## src/ibdp_pkg.sv

```systemverilog
// Shared types, field slot codes and decode functions of the indoor bike data parser.
`timescale 1ns / 1ps

package ibdp_pkg;

   localparam int unsigned FIELD_COUNT = 12;

   // Field slot codes in packet order; SLOT_DONE marks that every field has been received.
   localparam logic [3:0] SLOT_SPEED      = 4'd0;
   localparam logic [3:0] SLOT_AVG_SPEED  = 4'd1;
   localparam logic [3:0] SLOT_CADENCE    = 4'd2;
   localparam logic [3:0] SLOT_AVG_CAD    = 4'd3;
   localparam logic [3:0] SLOT_DISTANCE   = 4'd4;
   localparam logic [3:0] SLOT_RESIST     = 4'd5;
   localparam logic [3:0] SLOT_POWER      = 4'd6;
   localparam logic [3:0] SLOT_AVG_POWER  = 4'd7;
   localparam logic [3:0] SLOT_ENERGY     = 4'd8;
   localparam logic [3:0] SLOT_HEART      = 4'd9;
   localparam logic [3:0] SLOT_METABOLIC  = 4'd10;
   localparam logic [3:0] SLOT_ELAPSED    = 4'd11;
   localparam logic [3:0] SLOT_DONE       = 4'd12;

   localparam logic [1:0] HEADER_BYTES    = 2'd2;

   typedef struct packed {
      logic [7:0] data_byte;
      logic       last_byte;
   } ibdp_beat_type;

   typedef struct packed {
      logic               record_valid;
      logic [15:0]        flag_word;
      logic [15:0]        speed_raw;
      logic [15:0]        cadence_raw;
      logic [23:0]        distance_m;
      logic signed [15:0] resistance_level;
      logic               has_resistance;
      logic signed [15:0] power_w;
      logic [15:0]        energy_total;
      logic [7:0]         heart_rate;
      logic [15:0]        elapsed_s;
   } ibdp_record_type;

   // Length in bytes of each field.
   function automatic logic [2:0] field_len(input logic [3:0] slot);
      logic [2:0] len;
      unique case (slot) inside
         SLOT_DISTANCE:              len = 3'd3;
         SLOT_ENERGY:                len = 3'd5;
         SLOT_HEART, SLOT_METABOLIC: len = 3'd1;
         default:                    len = 3'd2;
      endcase
      return len;
   endfunction

   // Speed is present when flag bit 0 is clear; every other field when its bit is set.
   function automatic logic [FIELD_COUNT-1:0] field_mask(input logic [15:0] flags);
      return {flags[FIELD_COUNT-1:1], ~flags[0]};
   endfunction

   // First present field at or after the given slot, SLOT_DONE if there is none.
   function automatic logic [3:0] next_field(input logic [FIELD_COUNT-1:0] mask,
                                             input logic [3:0] from);
      logic [3:0] slot;
      slot = SLOT_DONE;
      for (int i = FIELD_COUNT - 1; i >= 0; i--) begin
         if (mask[i] && (4'(i) >= from)) begin
            slot = 4'(i);
         end
      end
      return slot;
   endfunction

endpackage

```

## src/ibdp_if.sv

```systemverilog
// Handshake interfaces for the packet byte channel and the record channel.
`timescale 1ns / 1ps

interface ibdp_req_if;
   logic       valid;
   logic       ready;
   logic [7:0] data_byte;
   logic       last_byte;

   modport source (output valid, output data_byte, output last_byte, input ready);
   modport sink   (input valid, input data_byte, input last_byte, output ready);
endinterface

interface ibdp_rsp_if;
   logic               valid;
   logic               ready;
   logic               record_valid;
   logic [15:0]        flag_word;
   logic [15:0]        speed_raw;
   logic [15:0]        cadence_raw;
   logic [23:0]        distance_m;
   logic signed [15:0] resistance_level;
   logic               has_resistance;
   logic signed [15:0] power_w;
   logic [15:0]        energy_total;
   logic [7:0]         heart_rate;
   logic [15:0]        elapsed_s;

   modport source (output valid, output record_valid, output flag_word, output speed_raw,
                   output cadence_raw, output distance_m, output resistance_level,
                   output has_resistance, output power_w, output energy_total,
                   output heart_rate, output elapsed_s, input ready);
   modport sink   (input valid, input record_valid, input flag_word, input speed_raw,
                   input cadence_raw, input distance_m, input resistance_level,
                   input has_resistance, input power_w, input energy_total,
                   input heart_rate, input elapsed_s, output ready);
endinterface

```

## src/ibdp_in_stage.sv

```systemverilog
// Input register that captures one packet byte beat ahead of the parser.
`timescale 1ns / 1ps

module ibdp_in_stage
   import ibdp_pkg::*;
(
   input  logic          clock,
   input  logic          reset,
   ibdp_req_if.sink      req_ch,
   input  logic          take,
   output logic          beat_valid,
   output ibdp_beat_type beat
);

   logic          valid_ff;
   logic          valid_in;
   ibdp_beat_type beat_ff;
   logic          accept;

   assign req_ch.ready = !valid_ff || take;
   assign accept       = req_ch.valid && req_ch.ready;

   always_comb begin
      valid_in = valid_ff;
      if (accept) begin
         valid_in = 1'b1;
      end else if (take) begin
         valid_in = 1'b0;
      end
   end

   always_ff @(posedge clock) begin
      if (reset) begin
         valid_ff <= 1'b0;
      end else begin
         valid_ff <= valid_in;
      end
      if (accept) begin
         beat_ff.data_byte <= req_ch.data_byte;
         beat_ff.last_byte <= req_ch.last_byte;
      end
   end

   assign beat_valid = valid_ff;
   assign beat       = beat_ff;

endmodule

```

## src/ibdp_parser.sv

```systemverilog
// Field sequencer: flag word capture, field assembly and the record built at the last byte.
`timescale 1ns / 1ps

module ibdp_parser
   import ibdp_pkg::*;
(
   input  logic            clock,
   input  logic            reset,
   input  logic            step,
   input  ibdp_beat_type   beat,
   output ibdp_record_type record
);

   logic [15:0] flag_ff,     flag_in;
   logic [1:0]  header_ff,   header_in;
   logic [3:0]  slot_ff,     slot_in;
   logic [2:0]  bslot_ff,    bslot_in;
   logic [23:0] assemble_ff, assemble_in;
   logic [15:0] speed_ff,    speed_in;
   logic [15:0] cadence_ff,  cadence_in;
   logic [23:0] distance_ff, distance_in;
   logic [15:0] resist_ff,   resist_in;
   logic        has_res_ff,  has_res_in;
   logic [15:0] power_ff,    power_in;
   logic [15:0] energy_ff,   energy_in;
   logic [7:0]  heart_ff,    heart_in;
   logic [15:0] elapsed_ff,  elapsed_in;

   logic [23:0] assemble_next;
   logic [2:0]  byte_count;

   always_comb begin
      flag_in     = flag_ff;
      header_in   = header_ff;
      slot_in     = slot_ff;
      bslot_in    = bslot_ff;
      assemble_in = assemble_ff;
      speed_in    = speed_ff;
      cadence_in  = cadence_ff;
      distance_in = distance_ff;
      resist_in   = resist_ff;
      has_res_in  = has_res_ff;
      power_in    = power_ff;
      energy_in   = energy_ff;
      heart_in    = heart_ff;
      elapsed_in  = elapsed_ff;
      // Only the first three bytes of a field are kept; the tail of energy is dropped.
      assemble_next = assemble_ff;
      if (bslot_ff < 3'd3) begin
         assemble_next = assemble_ff | (24'(beat.data_byte) << {bslot_ff[1:0], 3'b000});
      end
      byte_count = bslot_ff + 3'd1;

      if (step) begin
         if (header_ff != HEADER_BYTES) begin
            if (header_ff == 2'd0) begin
               flag_in = {8'h00, beat.data_byte};
            end else begin
               flag_in = {beat.data_byte, flag_ff[7:0]};
            end
            header_in = header_ff + 2'd1;
            if (header_in == HEADER_BYTES) begin
               slot_in     = next_field(field_mask(flag_in), SLOT_SPEED);
               bslot_in    = 3'd0;
               assemble_in = 24'd0;
            end
         end else if (slot_ff != SLOT_DONE) begin
            if (byte_count >= field_len(slot_ff)) begin
               case (slot_ff)
                  SLOT_SPEED:    speed_in    = assemble_next[15:0];
                  SLOT_CADENCE:  cadence_in  = assemble_next[15:0];
                  SLOT_DISTANCE: distance_in = assemble_next;
                  SLOT_RESIST: begin
                     resist_in  = assemble_next[15:0];
                     has_res_in = 1'b1;
                  end
                  SLOT_POWER:    power_in    = assemble_next[15:0];
                  SLOT_ENERGY:   energy_in   = assemble_next[15:0];
                  SLOT_HEART:    heart_in    = assemble_next[7:0];
                  SLOT_ELAPSED:  elapsed_in  = assemble_next[15:0];
                  default: ;
               endcase
               slot_in     = next_field(field_mask(flag_ff), slot_ff + 4'd1);
               bslot_in    = 3'd0;
               assemble_in = 24'd0;
            end else begin
               bslot_in    = byte_count;
               assemble_in = assemble_next;
            end
         end
      end

      // The record reflects the state after the last byte has been taken in.
      record.record_valid     = (header_in == HEADER_BYTES) && (slot_in == SLOT_DONE);
      record.flag_word        = (header_in == HEADER_BYTES) ? flag_in : 16'd0;
      record.speed_raw        = speed_in;
      record.cadence_raw      = cadence_in;
      record.distance_m       = distance_in;
      record.resistance_level = resist_in;
      record.has_resistance   = has_res_in;
      record.power_w          = power_in;
      record.energy_total     = energy_in;
      record.heart_rate       = heart_in;
      record.elapsed_s        = elapsed_in;

      // The last byte closes the packet and the sequencer starts afresh.
      if (step && beat.last_byte) begin
         flag_in     = 16'd0;
         header_in   = 2'd0;
         slot_in     = SLOT_SPEED;
         bslot_in    = 3'd0;
         assemble_in = 24'd0;
         speed_in    = 16'd0;
         cadence_in  = 16'd0;
         distance_in = 24'd0;
         resist_in   = 16'd0;
         has_res_in  = 1'b0;
         power_in    = 16'd0;
         energy_in   = 16'd0;
         heart_in    = 8'd0;
         elapsed_in  = 16'd0;
      end
   end

   always_ff @(posedge clock) begin
      if (reset) begin
         flag_ff     <= 16'd0;
         header_ff   <= 2'd0;
         slot_ff     <= SLOT_SPEED;
         bslot_ff    <= 3'd0;
         assemble_ff <= 24'd0;
         speed_ff    <= 16'd0;
         cadence_ff  <= 16'd0;
         distance_ff <= 24'd0;
         resist_ff   <= 16'd0;
         has_res_ff  <= 1'b0;
         power_ff    <= 16'd0;
         energy_ff   <= 16'd0;
         heart_ff    <= 8'd0;
         elapsed_ff  <= 16'd0;
      end else begin
         flag_ff     <= flag_in;
         header_ff   <= header_in;
         slot_ff     <= slot_in;
         bslot_ff    <= bslot_in;
         assemble_ff <= assemble_in;
         speed_ff    <= speed_in;
         cadence_ff  <= cadence_in;
         distance_ff <= distance_in;
         resist_ff   <= resist_in;
         has_res_ff  <= has_res_in;
         power_ff    <= power_in;
         energy_ff   <= energy_in;
         heart_ff    <= heart_in;
         elapsed_ff  <= elapsed_in;
      end
   end

endmodule

```

## src/ibdp_rsp_stage.sv

```systemverilog
// Result register that holds one finished record until the consumer takes it.
`timescale 1ns / 1ps

module ibdp_rsp_stage
   import ibdp_pkg::*;
(
   input  logic            clock,
   input  logic            reset,
   input  logic            load,
   input  ibdp_record_type record,
   ibdp_rsp_if.source      rsp_ch
);

   logic            valid_ff;
   logic            valid_in;
   ibdp_record_type record_ff;

   always_comb begin
      valid_in = valid_ff;
      if (load) begin
         valid_in = 1'b1;
      end else if (rsp_ch.ready) begin
         valid_in = 1'b0;
      end
   end

   always_ff @(posedge clock) begin
      if (reset) begin
         valid_ff <= 1'b0;
      end else begin
         valid_ff <= valid_in;
      end
      if (load) begin
         record_ff <= record;
      end
   end

   assign rsp_ch.valid            = valid_ff;
   assign rsp_ch.record_valid     = record_ff.record_valid;
   assign rsp_ch.flag_word        = record_ff.flag_word;
   assign rsp_ch.speed_raw        = record_ff.speed_raw;
   assign rsp_ch.cadence_raw      = record_ff.cadence_raw;
   assign rsp_ch.distance_m       = record_ff.distance_m;
   assign rsp_ch.resistance_level = record_ff.resistance_level;
   assign rsp_ch.has_resistance   = record_ff.has_resistance;
   assign rsp_ch.power_w          = record_ff.power_w;
   assign rsp_ch.energy_total     = record_ff.energy_total;
   assign rsp_ch.heart_rate       = record_ff.heart_rate;
   assign rsp_ch.elapsed_s        = record_ff.elapsed_s;

endmodule

```

## src/indoor_bike_data_parser_unit.sv

```systemverilog
// Top level of the indoor bike data parser: input register, field sequencer, result register.
//
//   Channel  Direction  Beat carries
//   req_ch   in         one packet byte and its last-byte marker
//   rsp_ch   out        one decoded record per packet, sent after the last byte
//
// One byte beat is accepted every cycle unless a last byte is held back; the field sequencer
// handles each registered byte; the result register takes the record with its last byte.
// Reset is synchronous and returns the sequencer to the start of a packet.
// A last byte waits in the input register while an earlier record is still unread; other
// bytes keep flowing, since they produce no record.
`timescale 1ns / 1ps

module indoor_bike_data_parser_unit
   import ibdp_pkg::*;
(
   input  logic       clock,
   input  logic       reset,
   ibdp_req_if.sink   req_ch,
   ibdp_rsp_if.source rsp_ch
);

   logic            beat_valid;
   ibdp_beat_type   beat;
   logic            advance;
   ibdp_record_type record;

   assign advance = beat_valid && (!beat.last_byte || !rsp_ch.valid || rsp_ch.ready);

   ibdp_in_stage u_in_stage (
      .clock      (clock),
      .reset      (reset),
      .req_ch     (req_ch),
      .take       (advance),
      .beat_valid (beat_valid),
      .beat       (beat)
   );

   ibdp_parser u_parser (
      .clock  (clock),
      .reset  (reset),
      .step   (advance),
      .beat   (beat),
      .record (record)
   );

   ibdp_rsp_stage u_rsp_stage (
      .clock  (clock),
      .reset  (reset),
      .load   (advance && beat.last_byte),
      .record (record),
      .rsp_ch (rsp_ch)
   );

   // A record only ever follows a last byte that has gone through the sequencer.
   a_record_from_last: assert property (@(posedge clock) disable iff (reset)
      $rose(rsp_ch.valid) |-> $past(advance && beat.last_byte))
      else $error("record raised without a completed last byte");

   // Resistance can only have been decoded when its flag bit was received.
   a_resistance_flagged: assert property (@(posedge clock) disable iff (reset)
      rsp_ch.valid && rsp_ch.has_resistance |-> rsp_ch.flag_word[SLOT_RESIST])
      else $error("resistance reported without its flag bit");

   // Input back-pressure arises only from a last byte blocked behind an unread record.
   a_stall_reason: assert property (@(posedge clock) disable iff (reset)
      !req_ch.ready |-> beat_valid && beat.last_byte && rsp_ch.valid && !rsp_ch.ready)
      else $error("input stalled without a blocked record");

endmodule

```

## src/flat_wrapper.sv

```systemverilog
// flat-port wrapper written by rule: the top's interface ports become plain ports
module indoor_bike_data_parser_unit_flat import ibdp_pkg::*;
  (clock, reset, req_ch_valid, req_ch_data_byte, req_ch_last_byte, req_ch_ready, rsp_ch_valid, rsp_ch_record_valid, rsp_ch_flag_word, rsp_ch_speed_raw, rsp_ch_cadence_raw, rsp_ch_distance_m, rsp_ch_resistance_level, rsp_ch_has_resistance, rsp_ch_power_w, rsp_ch_energy_total, rsp_ch_heart_rate, rsp_ch_elapsed_s, rsp_ch_ready);
  ibdp_req_if req_ch_i ();
  ibdp_rsp_if rsp_ch_i ();
  input  logic clock;
  input  logic reset;
  input wire logic [$bits(req_ch_i.valid)-1:0] req_ch_valid;
  input wire logic [$bits(req_ch_i.data_byte)-1:0] req_ch_data_byte;
  input wire logic [$bits(req_ch_i.last_byte)-1:0] req_ch_last_byte;
  output wire logic [$bits(req_ch_i.ready)-1:0] req_ch_ready;
  output wire logic [$bits(rsp_ch_i.valid)-1:0] rsp_ch_valid;
  output wire logic [$bits(rsp_ch_i.record_valid)-1:0] rsp_ch_record_valid;
  output wire logic [$bits(rsp_ch_i.flag_word)-1:0] rsp_ch_flag_word;
  output wire logic [$bits(rsp_ch_i.speed_raw)-1:0] rsp_ch_speed_raw;
  output wire logic [$bits(rsp_ch_i.cadence_raw)-1:0] rsp_ch_cadence_raw;
  output wire logic [$bits(rsp_ch_i.distance_m)-1:0] rsp_ch_distance_m;
  output wire logic [$bits(rsp_ch_i.resistance_level)-1:0] rsp_ch_resistance_level;
  output wire logic [$bits(rsp_ch_i.has_resistance)-1:0] rsp_ch_has_resistance;
  output wire logic [$bits(rsp_ch_i.power_w)-1:0] rsp_ch_power_w;
  output wire logic [$bits(rsp_ch_i.energy_total)-1:0] rsp_ch_energy_total;
  output wire logic [$bits(rsp_ch_i.heart_rate)-1:0] rsp_ch_heart_rate;
  output wire logic [$bits(rsp_ch_i.elapsed_s)-1:0] rsp_ch_elapsed_s;
  input wire logic [$bits(rsp_ch_i.ready)-1:0] rsp_ch_ready;
  assign req_ch_i.valid = req_ch_valid;
  assign req_ch_i.data_byte = req_ch_data_byte;
  assign req_ch_i.last_byte = req_ch_last_byte;
  assign req_ch_ready = req_ch_i.ready;
  assign rsp_ch_valid = rsp_ch_i.valid;
  assign rsp_ch_record_valid = rsp_ch_i.record_valid;
  assign rsp_ch_flag_word = rsp_ch_i.flag_word;
  assign rsp_ch_speed_raw = rsp_ch_i.speed_raw;
  assign rsp_ch_cadence_raw = rsp_ch_i.cadence_raw;
  assign rsp_ch_distance_m = rsp_ch_i.distance_m;
  assign rsp_ch_resistance_level = rsp_ch_i.resistance_level;
  assign rsp_ch_has_resistance = rsp_ch_i.has_resistance;
  assign rsp_ch_power_w = rsp_ch_i.power_w;
  assign rsp_ch_energy_total = rsp_ch_i.energy_total;
  assign rsp_ch_heart_rate = rsp_ch_i.heart_rate;
  assign rsp_ch_elapsed_s = rsp_ch_i.elapsed_s;
  assign rsp_ch_i.ready = rsp_ch_ready;
  indoor_bike_data_parser_unit u_core (.clock(clock), .reset(reset), .req_ch(req_ch_i), .rsp_ch(rsp_ch_i));
endmodule
```

## config.mk

```make
export PLATFORM = sky130hd
export DESIGN_NAME = indoor_bike_data_parser_unit_flat
export DESIGN_NICKNAME = d
export VERILOG_FILES = /design/src/ibdp_pkg.sv /design/src/ibdp_if.sv /design/src/ibdp_in_stage.sv /design/src/ibdp_parser.sv /design/src/ibdp_rsp_stage.sv /design/src/indoor_bike_data_parser_unit.sv /design/src/flat_wrapper.sv
export SDC_FILE = /design/constraint.sdc
export NUM_CORES = 1
export LEC_CHECK = 0
export BUFFER_PORTS_ARGS = -buffer_cell sky130_fd_sc_hd__buf_4
export CORE_MARGIN = 5
export CORE_UTILIZATION = 40
export CTS_CLUSTER_SIZE = 12
export DETAILED_ROUTE_END_ITERATION = 8
export PLACE_DENSITY = 0.62
export SYNTH_ARGS = -nofsm -noshare
export SYNTH_HDL_FRONTEND = slang
export SYNTH_SLANG_ARGS = --single-unit
export TNS_END_PERCENT = 100
```

## constraint.sdc

```tcl
create_clock -name clock -period 17.4 [get_ports clock]
set_clock_uncertainty 0.2 [all_clocks]
set_input_delay 3.48 -clock clock [delete_from_list [all_inputs] [get_ports clock]]
set_output_delay 3.48 -clock clock [all_outputs]
set_load 0.01 [all_outputs]
```

## Yosys cells after proc, flatten, opt, wreduce, memory -nomap -nowiden

Cells that the tools add are included.
Widths: inputs -> output; s select.

- Shift-type cells: 1
- Add/sub/neg operators: 3
- Divide/modulo/power cells: 0
- Reductions and logical operators: 30
- Magnitude comparators: 14
- Mux-type cells: 98
- Multiply operators: 0
- Bitwise gates (word level): 2
- Equal/unequal tests: 14

Operators by type and width:

| kind | number |
|---|---|
| $mux 16 | 35 |
| $mux 24 | 10 |
| $mux 4 | 27 |
| $mux 8 | 5 |
| $mux 3 | 9 |
| $or 24x24->24 | 1 |
| $shl 8x5->24 | 1 |
| $eq 4x4->1 const B | 5 |
| $ge 3x4->1 const A | 4 |
| $ge 4x4->1 const A | 4 |
| $logic_and 1x1->1 | 16 |
| $eq 4x3->1 const B | 3 |
| $mux 1 | 9 |
| $pmux 3 s3 | 1 |
| $ge 1x4->1 const A | 2 |
| $ge 2x4->1 const A | 2 |
| $reduce_bool 2->1 | 3 |
| $add 4x1->4 const B | 1 |
| $eq 2x2->1 const B | 2 |
| $eq 4x2->1 const B | 1 |
| $logic_not 4->1 | 1 |
| $mux 2 | 2 |
| $ne 4x4->1 const B | 1 |
| $reduce_or 2->1 | 2 |
| 11 further kinds | 15 |

- Output and inout port bits: 148
- Bits in writable memories: 0
- Latch bits: 0
- Memories kept: 0
- Register bits: 335
- Bits in read-only memories: 0

## Logic depth before layout (Yosys ltp)

- Depth in word-level cells: 22
- Gate-level depth with buffers: 15
- Mapped depth without buffers: 12

## Modules after synthesis

Synthesis repeated with hierarchy kept, for this count alone.

- Cells, all modules: 1113
- Area, all modules: 12431.9 µm²

By module, submodules not included:

| module | area an instance (µm²) | seq. area each (µm²) | cells each | instances |
|---|---|---|---|---|
| ibdp_parser | 7651.1 | 3563.4 | 945 | 1 |
| ibdp_rsp_stage | 4423.0 | 4404.2 | 150 | 1 |
| ibdp_in_stage | 325.3 | 290.3 | 14 | 1 |
| indoor_bike_data_parser_unit | 32.5 | 0.0 | 4 | 1 |

## Least setup slack after synthesis

Ideal clock, no wire load.

- Path kind: input to register
- Start point: input rsp_ch_ready
- End point: register u_core.u_parser.flag_ff[10]
- Library setup time: 128 ps
- Setup slack: 8919 ps
- Stages: 6
- Path buffers: 2
- Required time: 17072 ps
- Data arrival time: 8154 ps
- Cell sequence: nand2b_1 and3_1 or2_2 clkbuf_1 buf_1 nor2_1

- Longest elaborated chain between the ends: 4
- Elaborated cells between the ends (all ways): 5
- Classes of those cells: mux (1); reduce/logical (4)

RTL lines:

| element | line | text |
|---|---|---|
| from (decl) | flat_wrapper.sv:24 | `input wire logic [$bits(rsp_ch_i.ready)-1:0] rsp_ch_ready;` |
| $logic_or 1x1->1 | indoor_bike_data_parser_unit.sv:28 | `assign advance = beat_valid && (!beat.last_byte \|\| !rsp_ch.valid \|\| rsp_ch.ready);` |
| $logic_and 1x1->1 | indoor_bike_data_parser_unit.sv:28 |  |
| $logic_and 1x1->1 | n/a |  |
| via u_core.u_rsp_stage.load | ibdp_rsp_stage.sv:9 | `input logic load,` |
| $reduce_or 2->1 (no source line) | n/a |  |
| to (signal assigned) | ibdp_parser.sv:142 | `flag_ff <= flag_in;` |
| to (decl) | ibdp_parser.sv:14 | `logic [15:0] flag_ff, flag_in;` |

The timed path passes the listed nets, and every way through them passes these cells.
A chain may end at the register's enable or synchronous reset.

## Worst setup path in the final report

- Start point: input rsp_ch_ready
- End point: output req_ch_ready

- Longest elaborated chain between the ends: 3

RTL lines:

| element | line | text |
|---|---|---|
| $logic_or 1x1->1 | indoor_bike_data_parser_unit.sv:28 |  |
| $logic_and 1x1->1 | indoor_bike_data_parser_unit.sv:28 |  |
| $logic_or 1x1->1 | ibdp_in_stage.sv:20 | `assign req_ch.ready = !valid_ff \|\| take;` |
| to (decl) | flat_wrapper.sv:11 | `output wire logic [$bits(req_ch_i.ready)-1:0] req_ch_ready;` |

No other way between the ends.

==> impl_metrics.tcl <==
set metrics [dict create \
    gr-total-overflow 0 \
    drc 0 \
    synth_seq_cells 335 \
    cp_max_fo 3 \
    slowest_delay_ns 0.32 \
    fmax_mhz 126 \
    groute.usage.overall_pct 16.8 \
    finalCriticalPeriod_ns 7.91 \
    dieArea_sq_um 34900 \
    p_per_area_nw_per_um2 107 \
    netlist_area_sq_um 12500 \
    relSlewSlack_pct 13.9 \
    grt_pass1_vias 8127 \
    synth_fa_ha_area_share_pct 1.30 \
    grt_pass1_wl_mm 46.8 \
    core_area_sq_um 30700 \
    yosysTopAreaCellShare_pct 37.3 \
    clkSinkCount 335 \
    clockRootBuffer "clkbuf_16" \
    cts_made_buffers 37 \
    synth.avg_cell_area_sq_um 11.1 \
    finalPower_mw 1.62 \
    synth-seq-area-share_pct 66.1 \
    path_cells "buf_4 > nand2b_1 > or2_2 > buf_4" \
    synth_compound_area_share_pct 11.0 \
    worstPathArrival_ns 4.23 \
    synth_xor_area_share_pct 0.341 \
    worstSetupPathType "in2out" \
    place.gp.congestion 0.824 \
    drtIter0Drc 661 \
    synth_ff_type "dfxtp_1" \
    synth_fp_nets 1152 \
    drv_slew 0 \
    start_util_pct 40.6 \
    insertion_delay_ns 0.51 \
    clk_pin_slew_ns 0.05 \
    first_pass_iters 5 \
    async_flop_share_pct 0 \
    cts_tree "done" \
    fin_crit_sh_pct 45.4 \
    place_area_sq_um 14000 \
    ff2ff_setup_slack_ns 12.88 \
    vias_per_cell 5.03 \
    cpMostUsedCell "buf_4" \
    num_rows 64 \
    yosys_warnings 0 \
    ys_types 62 \
    die_h_microns 187 \
    ir_worst_vdd_uv 75.2 \
    die_w_microns 187 \
    final_cell_mix "dfxtp_1 (180), buf_4 (174), edfxtp_1 (155)" \
    vias 8521 \
    synth_top_family_by_area "simple AND/OR/NAND/NOR gates" \
    setup_violations 0 \
    grt_max_degree 132 \
    clock_path_buffers 3 \
    cts_hold_buf 0 \
    endpoint_kind "output port" \
    synth_area_leaders "edfxtp_1 (37%), dfxtp_1 (29%), and2_1 (6.9%)" \
    layout_setup_ws_ns 9.49 \
    antenna_found_initial 0 \
    worstHoldPathType "reg2reg" \
    ioPinCount 161 \
    hold_ws_ns 0.277 \
    synth-simple-area-share_pct 17.6 \
    drive_gt1_share_pct 18.5 \
    cp.required_ns 13.72 \
    ant_nets 0 \
    port_buffers 160 \
    crit_buf_inv 2 \
    start_kind "primary input" \
    p_leak_nw 5.67 \
    cts-resized-gates 0 \
    hold_viol_final 0 \
    synth-edff-count 155 \
    tns_ns 0 \
    final_common_cell "dfxtp_1" \
    htree_levels 2 \
    design_area_sq_um 15100 \
    dp_slack_ns 9.49 \
    cap_violations 0 \
    routedWlPerCell_microns 17.9 \
    yosysTopAreaCell "edfxtp_1" \
    cp_slowest_cell "or2_2" \
    netlist_instances 1126 \
    outcome "finished, final reports clean" \
    dp_hpwl_mm 19.0 \
    tightest_slew_ns 1.29 \
    path_delay_family "simple AND/OR/NAND/NOR gates" \
    synth_mux_area_share_pct 0.901 \
    antenna_cells 0 \
    routed_wl_mm 30.3 \
    cts_setup_buffers 0 \
    nets 1295 \
    rsz0062_at_grt "false" \
    syn_to_final_growth_pct 21.2 \
]
==> kinds of logic after synthesis <==
family	count (synthesis)
AND/OR/NAND/NOR	437
flip-flops	335
AO/OA/AOI/OAI	246
buffers and inverters	80
adder cells (fa/ha/maj)	13
multiplexers	11
XOR/XNOR	4
==> worst min-delay path: stages (launching register included) <==
cell and delay [ns]:
dfxtp_1 0.30, a21oi_1 0.07, nor2_1 0.08
==> per-layer routing <==
layer	GRT usage, %	up-vias	share of wire, %
li1	-	4194	-
met1	22.8	4034	46
met2	27.5	262	47
met3	3.46	31	5.7
met4	4.49	0	1.8
met5	0	-	0
==> power breakdown <==
part	switching, mW	total [mW]	internal [mW]
Sequential	0.0102	0.844	0.833
Combinational	0.0395	0.0616	0.0221
Clock	0.299	0.717	0.418
Total	0.349	1.62	1.27
==> path summary, 6_finish.rpt <==
kind                                                  start                           end  cells past startpoint
worst max-delay path                           rsp_ch_ready                  req_ch_ready                      4
worst min-delay path            u_core.u_parser.flag_ff[13]   u_core.u_parser.flag_ff[13]                      2
worst max register to register   u_core.u_parser.slot_ff[0]  u_core.u_parser.speed_ff[13]                     11
worst min register to register  u_core.u_parser.flag_ff[13]   u_core.u_parser.flag_ff[13]                      2
==> registers in the layout (all words and copies together), names as in the netlist, 9 cells and up <==
signal,cells
u_core.u_parser.assemble_ff,24
u_core.u_parser.distance_ff,24
u_core.u_rsp_stage.rsp_ch.distance_m,24
u_core.u_parser.cadence_ff,16
u_core.u_parser.elapsed_ff,16
u_core.u_parser.energy_ff,16
u_core.u_parser.flag_ff,16
u_core.u_parser.power_ff,16
u_core.u_parser.resist_ff,16
u_core.u_parser.speed_ff,16
u_core.u_rsp_stage.rsp_ch.cadence_raw,16
u_core.u_rsp_stage.rsp_ch.elapsed_s,16
u_core.u_rsp_stage.rsp_ch.energy_total,16
u_core.u_rsp_stage.rsp_ch.flag_word,16
u_core.u_rsp_stage.rsp_ch.power_w,16
u_core.u_rsp_stage.rsp_ch.resistance_level,16
u_core.u_rsp_stage.rsp_ch.speed_raw,16
u_core.u_in_stage.beat,9
==> synth_stat cells (13+ instances only) <==
cell type	instances
dfxtp_1	180
edfxtp_1	155
and2_1	137
nand2_1	110
a21oi_1	103
nor2_1	103
o21ai_0	87
clkbuf_1	52
nor3_1	22
ha_1	13
==> per-stage QoR <==
step / utilization (%) / instances
6_report: 49.2 / 1694
5_1_grt: 49.2 / 1694
2_1_floorplan: - / 1126
3_3_place_gp: 45.6 / 1626
3_5_place_dp: 45.6 / 1626
4_1_cts: 49.2 / 1694
==> cell type report <==
| type | instances | area, sq um |
|---|---|---|
| fill | 2777 | 15600 |
| sequential | 335 | 8260 |
| multi-input combinational | 711 | 3920 |
| timing repair buffer | 174 | 1310 |
| clock buffer | 58 | 1050 |
| tap | 396 | 495 |
| clock inverter | 10 | 78.8 |
| inverter | 10 | 37.5 |
Power figures use the tool's default switching activity.
